===== config.mk =====
export PLATFORM = sky130hd
export DESIGN_NAME = reorder_receive_window
export DESIGN_NICKNAME = d
export VERILOG_FILES = /design/src/design/rrw_pkg.sv /design/src/design/rrw_hold_store.sv /design/src/design/reorder_receive_window.sv
export VERILOG_INCLUDE_DIRS = /design/src /design/src/design
export SDC_FILE = /design/constraint.sdc
export NUM_CORES = 1
export LEC_CHECK = 0
export ABC_AREA = 1
export BUFFER_PORTS_ARGS = -buffer_cell sky130_fd_sc_hd__buf_2
export CAP_MARGIN = 20
export CORE_MARGIN = 4
export CORE_UTILIZATION = 55
export CTS_CLUSTER_DIAMETER = 30
export CTS_CLUSTER_SIZE = 30
export DETAILED_ROUTE_END_ITERATION = 8
export PLACE_DENSITY = 0.76
export SYNTH_ARGS = -nofsm -noshare
export SYNTH_HDL_FRONTEND = slang
export SYNTH_SLANG_ARGS = --single-unit
export TNS_END_PERCENT = 20

===== constraint.sdc =====
create_clock -name clock -period 9.39 [get_ports clock]
set_input_delay 0.4695 -clock clock [delete_from_list [all_inputs] [get_ports clock]]
set_output_delay 0.4695 -clock clock [all_outputs]
set_load 0.02 [all_outputs]

===== src/design/reorder_receive_window_defines.svh =====
`ifndef REORDER_RECEIVE_WINDOW_DEFINES_SVH
`define REORDER_RECEIVE_WINDOW_DEFINES_SVH

// same-cycle implication
`define RRW_ASSERT_IMP(label, clk, rst, ante, cons, msg) \
   label: assert property (@(posedge clk) disable iff (rst) (ante) |-> (cons)) \
      else $error(msg);

// next-cycle implication
`define RRW_ASSERT_NEXT(label, clk, rst, ante, cons, msg) \
   label: assert property (@(posedge clk) disable iff (rst) (ante) |=> (cons)) \
      else $error(msg);

`endif


===== src/design/rrw_pkg.sv =====
package rrw_pkg;

   localparam int DEF_WINDOW       = 8;
   localparam int DEF_PAYLOAD_BITS = 64;

   localparam logic [1:0] MODE_DATA = 2'd0;
   localparam logic [1:0] MODE_TICK = 2'd1;
   localparam logic [1:0] MODE_READ = 2'd2;

   localparam logic KIND_MSG = 1'b0;
   localparam logic KIND_ACK = 1'b1;

   typedef struct packed {
      logic [1:0]  mode;
      logic [7:0]  seq;
      logic [63:0] payload;
   } req_type;

   typedef struct packed {
      logic        kind;
      logic [7:0]  number;
      logic [63:0] data;
      logic [3:0]  free_window;
      logic        last;
   } rsp_type;

   typedef struct packed {
      logic wr;
      logic clr;
   } hold_op_type;

endpackage


===== src/design/rrw_hold_store.sv =====
module rrw_hold_store #(
   parameter int WINDOW       = rrw_pkg::DEF_WINDOW,
   parameter int PAYLOAD_BITS = rrw_pkg::DEF_PAYLOAD_BITS,
   localparam int IDX_W       = $clog2(WINDOW)
) (
   input  logic                    clock,
   input  logic                    reset,
   input  rrw_pkg::hold_op_type    op,
   input  logic [IDX_W-1:0]        wr_idx,
   input  logic [PAYLOAD_BITS-1:0] wr_data,
   input  logic [IDX_W-1:0]        clr_idx,
   input  logic [IDX_W-1:0]        rd_idx,
   output logic [PAYLOAD_BITS-1:0] rd_data,
   output logic [WINDOW-1:0]       valid
);

   logic [PAYLOAD_BITS-1:0] hold_data_ff [WINDOW];
   logic [PAYLOAD_BITS-1:0] rd_data_ff;
   logic [WINDOW-1:0]       valid_ff;
   logic [WINDOW-1:0]       valid_in;

   always_ff @(posedge clock) begin
      if (op.wr) begin
         hold_data_ff[wr_idx] <= wr_data;
      end
      rd_data_ff <= hold_data_ff[rd_idx];
   end

   always_comb begin
      valid_in = valid_ff;
      if (op.wr) begin
         valid_in[wr_idx] = 1'b1;
      end
      if (op.clr) begin
         valid_in[clr_idx] = 1'b0;
      end
   end

   always_ff @(posedge clock) begin
      if (reset) begin
         valid_ff <= '0;
      end else begin
         valid_ff <= valid_in;
      end
   end

   assign rd_data = rd_data_ff;
   assign valid   = valid_ff;

endmodule


===== src/design/reorder_receive_window.sv =====
// channel   direction  word type          handshake
// req       in         rrw_pkg::req_type  req_valid / req_ready
// rsp       out        rrw_pkg::rsp_type  rsp_valid / rsp_ready
//
// Each item is accepted in IDLE, then evaluated against the window in EVAL.
// An in-order word then flushes each held word (slot read in LOOK, then
// deliver in DELIV) and a closing ack; the registered slot memory read sets
// that order. Reset clears the slot valid bits at once; no sweep.
// A stalled rsp side holds any step that emits a word until the output register frees.
`include "reorder_receive_window_defines.svh"

module reorder_receive_window #(
   parameter int WINDOW       = rrw_pkg::DEF_WINDOW,
   parameter int PAYLOAD_BITS = rrw_pkg::DEF_PAYLOAD_BITS
) (
   input  logic             clock,
   input  logic             reset,
   input  logic             req_valid,
   output logic             req_ready,
   input  rrw_pkg::req_type req_word,
   output logic             rsp_valid,
   input  logic             rsp_ready,
   output rrw_pkg::rsp_type rsp_word
);

   localparam int IDX_W   = $clog2(WINDOW);
   localparam int OCC_MAX = 4 * WINDOW - 1;
   localparam int OCC_W   = $clog2(OCC_MAX + 1);

   localparam logic [1:0] ST_IDLE  = 2'd0;
   localparam logic [1:0] ST_EVAL  = 2'd1;
   localparam logic [1:0] ST_LOOK  = 2'd2;
   localparam logic [1:0] ST_DELIV = 2'd3;

   logic [1:0]       state_ff, state_in;
   rrw_pkg::req_type item_ff, item_in;
   logic [7:0]       last_acked_ff, last_acked_in;
   logic [IDX_W-1:0] base_ff, base_in;
   logic [OCC_W-1:0] occ_ff, occ_in;
   logic             full_ff, full_in;
   logic             rsp_valid_ff, rsp_valid_in;
   rrw_pkg::rsp_type rsp_ff, rsp_in;

   rrw_pkg::hold_op_type    hold_op;
   logic [PAYLOAD_BITS-1:0] hold_rd_data;
   logic [WINDOW-1:0]       hold_valid;
   logic [IDX_W-1:0]        slot_idx;

   logic             out_free;
   logic             push;
   logic [7:0]       expect_seq;
   logic [7:0]       offset;
   logic             in_window;
   logic [IDX_W:0]   slot_sum;
   logic [IDX_W-1:0] base_next;
   logic [OCC_W-1:0] occ_inc;
   logic             full_cond;
   logic [3:0]       free_cur;
   logic [3:0]       free_inc;

   rrw_hold_store #(
      .WINDOW      (WINDOW),
      .PAYLOAD_BITS(PAYLOAD_BITS)
   ) u_hold (
      .clock  (clock),
      .reset  (reset),
      .op     (hold_op),
      .wr_idx (slot_idx),
      .wr_data(item_ff.payload[PAYLOAD_BITS-1:0]),
      .clr_idx(base_ff),
      .rd_idx (base_ff),
      .rd_data(hold_rd_data),
      .valid  (hold_valid)
   );

   assign out_free   = !rsp_valid_ff || rsp_ready;
   assign expect_seq = last_acked_ff + 8'd1;
   assign offset     = item_ff.seq - expect_seq;
   assign in_window  = offset < 8'(WINDOW);
   assign slot_sum   = {1'b0, base_ff} + {1'b0, offset[IDX_W-1:0]};
   assign slot_idx   = (slot_sum >= (IDX_W+1)'(WINDOW)) ?
                       IDX_W'(slot_sum - (IDX_W+1)'(WINDOW)) : slot_sum[IDX_W-1:0];
   assign base_next  = (base_ff == IDX_W'(WINDOW - 1)) ? '0 : base_ff + IDX_W'(1);
   assign occ_inc    = (occ_ff < OCC_W'(OCC_MAX)) ? occ_ff + OCC_W'(1) : occ_ff;
   assign full_cond  = occ_ff >= OCC_W'(WINDOW);
   assign free_cur   = full_cond ? 4'd0 : 4'(OCC_W'(WINDOW) - occ_ff);
   assign free_inc   = (occ_inc >= OCC_W'(WINDOW)) ? 4'd0 : 4'(OCC_W'(WINDOW) - occ_inc);

   always_comb begin
      state_in      = state_ff;
      item_in       = item_ff;
      last_acked_in = last_acked_ff;
      base_in       = base_ff;
      occ_in        = occ_ff;
      full_in       = full_ff;
      hold_op       = '0;
      push          = 1'b0;
      rsp_in        = rsp_ff;
      case (state_ff)
         ST_IDLE: begin
            if (req_valid) begin
               item_in  = req_word;
               state_in = ST_EVAL;
            end
         end
         ST_EVAL: begin
            case (item_ff.mode)
               rrw_pkg::MODE_DATA: begin
                  if (!in_window) begin
                     if (out_free) begin
                        push     = 1'b1;
                        rsp_in   = '{rrw_pkg::KIND_ACK, last_acked_ff, 64'd0, free_cur, 1'b1};
                        state_in = ST_IDLE;
                     end
                  end else if (offset != 8'd0) begin
                     hold_op.wr = !hold_valid[slot_idx];
                     state_in   = ST_IDLE;
                  end else if (out_free) begin
                     push          = 1'b1;
                     rsp_in        = '{rrw_pkg::KIND_MSG, item_ff.seq,
                                       64'(item_ff.payload[PAYLOAD_BITS-1:0]),
                                       free_inc, 1'b0};
                     occ_in        = occ_inc;
                     last_acked_in = item_ff.seq;
                     base_in       = base_next;
                     state_in      = ST_LOOK;
                  end
               end
               rrw_pkg::MODE_TICK: begin
                  if (full_ff && !full_cond) begin
                     if (out_free) begin
                        push     = 1'b1;
                        rsp_in   = '{rrw_pkg::KIND_ACK, last_acked_ff, 64'd0, free_cur, 1'b1};
                        full_in  = 1'b0;
                        state_in = ST_IDLE;
                     end
                  end else begin
                     state_in = ST_IDLE;
                  end
               end
               rrw_pkg::MODE_READ: begin
                  if (occ_ff != '0) begin
                     occ_in = occ_ff - OCC_W'(1);
                  end
                  state_in = ST_IDLE;
               end
               default: begin
                  state_in = ST_IDLE;
               end
            endcase
         end
         ST_LOOK: begin
            if (hold_valid[base_ff]) begin
               state_in = ST_DELIV;
            end else if (out_free) begin
               push     = 1'b1;
               rsp_in   = '{rrw_pkg::KIND_ACK, last_acked_ff, 64'd0, free_cur, 1'b1};
               full_in  = full_cond;
               state_in = ST_IDLE;
            end
         end
         ST_DELIV: begin
            if (out_free) begin
               push          = 1'b1;
               rsp_in        = '{rrw_pkg::KIND_MSG, expect_seq, 64'(hold_rd_data),
                                 free_inc, 1'b0};
               hold_op.clr   = 1'b1;
               occ_in        = occ_inc;
               last_acked_in = expect_seq;
               base_in       = base_next;
               state_in      = ST_LOOK;
            end
         end
         default: begin
            state_in = ST_IDLE;
         end
      endcase
   end

   assign rsp_valid_in = push ? 1'b1 : (rsp_ready ? 1'b0 : rsp_valid_ff);

   always_ff @(posedge clock) begin
      if (reset) begin
         state_ff      <= ST_IDLE;
         last_acked_ff <= '0;
         base_ff       <= '0;
         occ_ff        <= '0;
         full_ff       <= 1'b0;
         rsp_valid_ff  <= 1'b0;
      end else begin
         state_ff      <= state_in;
         last_acked_ff <= last_acked_in;
         base_ff       <= base_in;
         occ_ff        <= occ_in;
         full_ff       <= full_in;
         rsp_valid_ff  <= rsp_valid_in;
      end
   end

   always_ff @(posedge clock) begin
      item_ff <= item_in;
      rsp_ff  <= rsp_in;
   end

   assign req_ready = state_ff == ST_IDLE;
   assign rsp_valid = rsp_valid_ff;
   assign rsp_word  = rsp_ff;

   `RRW_ASSERT_IMP(a_ack_word, clock, reset,
      rsp_valid_ff && rsp_ff.kind == rrw_pkg::KIND_ACK,
      rsp_ff.data == '0 && rsp_ff.last, "ack word carries data or lacks last")
   `RRW_ASSERT_IMP(a_deliv_held, clock, reset, state_ff == ST_DELIV,
      hold_valid[base_ff], "flush delivers an empty slot")
   `RRW_ASSERT_IMP(a_occ_bound, clock, reset, 1'b1, occ_ff <= OCC_W'(OCC_MAX),
      "occupancy above its ceiling")
   `RRW_ASSERT_NEXT(a_accept_eval, clock, reset, req_valid && req_ready,
      state_ff == ST_EVAL, "accepted word not evaluated")

endmodule

==> summary.md <==
### Logic synthesis
- **instance count of the mapped netlist** 2,178
- **post-synthesis cell area** 29,300 um^2
- **leading register cell type out of synthesis** sky130_fd_sc_hd__edfxtp_1
- **Yosys reg bits** 756
- **share of the yosys chip area belonging to registers** 0.744
- **library cells used by synthesis** 45
- **net count after synthesis** 2,269
- **cell type contributing the most total cell area after synthesis** sky130_fd_sc_hd__edfxtp_1
- **area share of the largest cell type after synthesis** 0.681
- **count of yosys warnings during synthesis** 0
- **fraction of registers with async set/reset** 0
- **Post-synth EDFFs** 664
- **ranking of synthesized cells by area** sky130_fd_sc_hd__edfxtp_1, sky130_fd_sc_hd__dfxtp_1, sky130_fd_sc_hd__nand2_1
- **syn avg cell area** 13.4 um^2

### Clock network
- **TritonCTS clock tree** done
- **CTS buffer count** 131
- **clock root buffer** sky130_fd_sc_hd__clkbuf_16
- **Clock Path Buffers** 3
- **sinks on the clock net** 756
- **clock-pin slew on the worst setup and hold paths** 40 ps
- **source-to-sink clock delay at the later pin of the worst-skew pair** 710 ps
- **number of levels the H-tree was split into** 4
- **number of gates given a new drive strength after cts** 0

### Power and ir drop
- **static leakage** 12.9 nW
- **post-layout total power** 8.80 mW
- **Max rail drop VDD** 0.175 mV
- **power per standard cell area** 245 nW/um^2

### Worst setup path
- **Critical Path Start Type** flop
- **CP Capture Type** flop
- **flop2flop setup slack** 4530 ps
- **beginning of the critical path** last_acked_ff[0]$_SDFFE_PP0P_
- **worst endpoint required time** 9710 ps
- **startpoint of the worst-slack reg-to-reg timing path** last_acked_ff[0]$_SDFFE_PP0P_
- **Worst R2R End** u_hold.hold_data_ff[0][48]$_DFFE_PP_
- **kind of critical path** flop to flop
- **Worst Path Arrival** 5180 ps
- **maximum fanout encountered on the critical timing path** 42
- **r2r worst-path depth** 18
- **Worst setup endpoint** u_hold.hold_data_ff[0][48]$_DFFE_PP_

### STA
- **final worst clock skew** 53.6 ps
- **Max Clk Rate** 206 MHz
- **final period utilization** 0.517
- **setup-violating endpoint count in the final report** 0
- **slew at the pin closest to its max-slew limit** 1180 ps
- **total negative slack for setup checks** 0 ps
- **Hold Fails Final Rpt** 0
- **unrepaired setup endpoints after global routing** no
- **Max-slew headroom** 0.214
- **final count of pins violating max slew** 0
- **time the final worst path needs with I/O delays and setup** 4860 ps

### GRT
- **first-pass GRT wire length** 113,000 um
- **number of global-route vias before repair** 19,800
- **GRT Resource Usage Total** 0.257
- **Congestion Overflow GR** 0
- **initial antenna violation count** 0
- **largest net degree at the start of global routing** 151

### Floorplan
- **starting density of the core** 0.556
- **num rows** 84
- **floorplan die width** 239 um
- **Placeable Area** 52,700 um^2
- **Die Footprint** 57,000 um^2
- **I/O pins** 158
- **floorplan die height** 239 um

### Min path
- **Min-Delay Path Class** input pin to flop
- **hold path startpoint** req_valid

### Placed design
- **IO Port Bufs** 157
- **placed cells** 2,931
- **GP Congestion** 0.863
- **DP Wirelength** 36,200 um

### Routing
- **ratio of routed vias to standard cells** 6.02
- **average wire per standard cell** 22.8 um
- **total detailed-routing wirelength** 73,900 um
- **total iterations of the first detailed-routing run** 6
- **antenna violation net count after detailed routing** 0
- **number of vias after detailed routing** 19,500
- **detailed-route DRC error count** 0
- **initial detailed-routing violation count** 1,967

### Layout
- **proportion of layout cells with a drive suffix above 1** 0.184
- **area growth from synthesis to layout** 22.8%
- **final cell count without fillers** 3,247
- **Antenna Diode Count** 0
- **Final #Nets** 2,543

### Job
- **Max-Cap Viols** 0

### Outcome
- **outcome** finished, final reports clean

-- timing repair --
action | CTS | global route
buffers inserted | 0 | 0
hold endpoints to repair | 74 | 0
hold buffers | 74 | 0
-- through the flow --
stage	worst slack (ps)	instance area [um^2]	utilization	hold slack [ps]
6_report	4530	35900	0.682	145
3_3_place_gp	4710	30700	0.583	447
2_1_floorplan	2640	29300	-	429
3_5_place_dp	4590	30700	0.583	454
4_1_cts	4540	35900	0.681	90.2
5_1_grt	4160	35900	0.682	125
-- placed cells by master, fill, tap and decap left out, types with 30 or more instances in the layout --
cell	count
sky130_fd_sc_hd__a21oi_1	77
sky130_fd_sc_hd__o21ai_1	53
sky130_fd_sc_hd__a22o_1	30
sky130_fd_sc_hd__a221oi_1	61
sky130_fd_sc_hd__buf_2	157
sky130_fd_sc_hd__edfxtp_1	664
sky130_fd_sc_hd__o211ai_2	33
sky130_fd_sc_hd__inv_1	107
sky130_fd_sc_hd__nand3_1	61
sky130_fd_sc_hd__dlygate4sd3_1	74
sky130_fd_sc_hd__nor2_1	83
sky130_fd_sc_hd__a22oi_1	79
sky130_fd_sc_hd__nand2_1	455
sky130_fd_sc_hd__nand4_1	58
sky130_fd_sc_hd__dfxtp_1	91
sky130_fd_sc_hd__clkbuf_16	133
sky130_fd_sc_hd__o21ai_0	75
sky130_fd_sc_hd__o211ai_1	44
-- power breakdown --
| part | leakage (nW) | switching (mW) | total, mW | internal [mW] |
|---|---|---|---|---|
| registers | 6.80 | 0.0720 | 3.81 | 3.73 |
| logic | 3.94 | 0.198 | 0.310 | 0.112 |
| clock network | 2.14 | 1.70 | 4.69 | 2.98 |
-- sequential cells by signal, summed over array words and instances (netlist names) --
name	flops
u_hold.hold_data_ff	512
rsp_word	78
item_ff	74
u_hold.rd_data	64
last_acked_ff	8
u_hold.valid	8
occ_ff	5
base_ff	3
state_ff	2
full_ff	1
rsp_valid	1
-- worst min path at each step --
stage / endpoint / slack [ps] / depth (start not counted)
3_3_place_gp: u_hold.rd_data[62]$_DFF_P_ / 450 / 2
6_report: state_ff[0]$_SDFFE_PP0P_ / 140 / 3
4_1_cts: state_ff[0]$_SDFFE_PP0P_ / 90 / 3
3_5_place_dp: u_hold.valid[4]$_SDFF_PP0_ / 450 / 1
5_1_grt: state_ff[0]$_SDFFE_PP0P_ / 120 / 3
2_1_floorplan: u_hold.rd_data[1]$_DFF_P_ / 430 / 2
-- cell type report --
| type | instances | area [um^2] |
|---|---|---|
| clock buffer | 161 | 3510 |
| clock inverter | 79 | 917 |
| fill | 3342 | 16700 |
| inverter | 115 | 434 |
| multi-input combinational | 1190 | 6650 |
| sequential | 756 | 21800 |
| tap | 688 | 861 |
| timing repair buffer | 258 | 1780 |
-- worst max-delay path, stage by stage, from the launching register on --
cell and delay (ps):
sky130_fd_sc_hd__dfxtp_1 420, sky130_fd_sc_hd__ha_1 240, sky130_fd_sc_hd__nand3_2 120, sky130_fd_sc_hd__inv_2 90, sky130_fd_sc_hd__nand2_1 50, sky130_fd_sc_hd__o21ai_0 210, sky130_fd_sc_hd__nand2_1 100, sky130_fd_sc_hd__ha_1 330
sky130_fd_sc_hd__inv_1 60, sky130_fd_sc_hd__nor2_1 110, sky130_fd_sc_hd__nand3_1 90, sky130_fd_sc_hd__nand2_1 60, sky130_fd_sc_hd__nand2_1 40, sky130_fd_sc_hd__nand2_1 90, sky130_fd_sc_hd__nand4_1 150, sky130_fd_sc_hd__nor2_1 340
sky130_fd_sc_hd__nand3_2 440, sky130_fd_sc_hd__nor2_4 830, sky130_fd_sc_hd__buf_4 690
-- Yosys cell counts, drive strengths merged (58+ instances only) --
master    n
a21oi    77
a221oi   61
a22oi    80
clkbuf   78
dfxtp    92
edfxtp  664
inv     113
nand2   460
nand3    66
nand4    58
nor2     96
o211ai   77
o21ai   128
-- kinds of logic after synthesis --
logic type	share of synthesized area
flip-flops	0.744
multiplexers	0.000342
AO/OA/AOI/OAI	0.113
AND/OR/NAND/NOR	0.0999
XOR/XNOR	0.00299
adder cells (fa/ha/maj)	0.00607
buffers and inverters	0.0331
-- routing by layer --
metal	track usage	part of all wire	up-vias
met2	0.425	0.49	1111
met3	0.0651	0.10	164
met5	0	0	-
met4	0.0885	0.023	0
met1	0.335	0.38	9588
li1	-	-	8676
No activity file was read; power rests on OpenSTA's default activity.
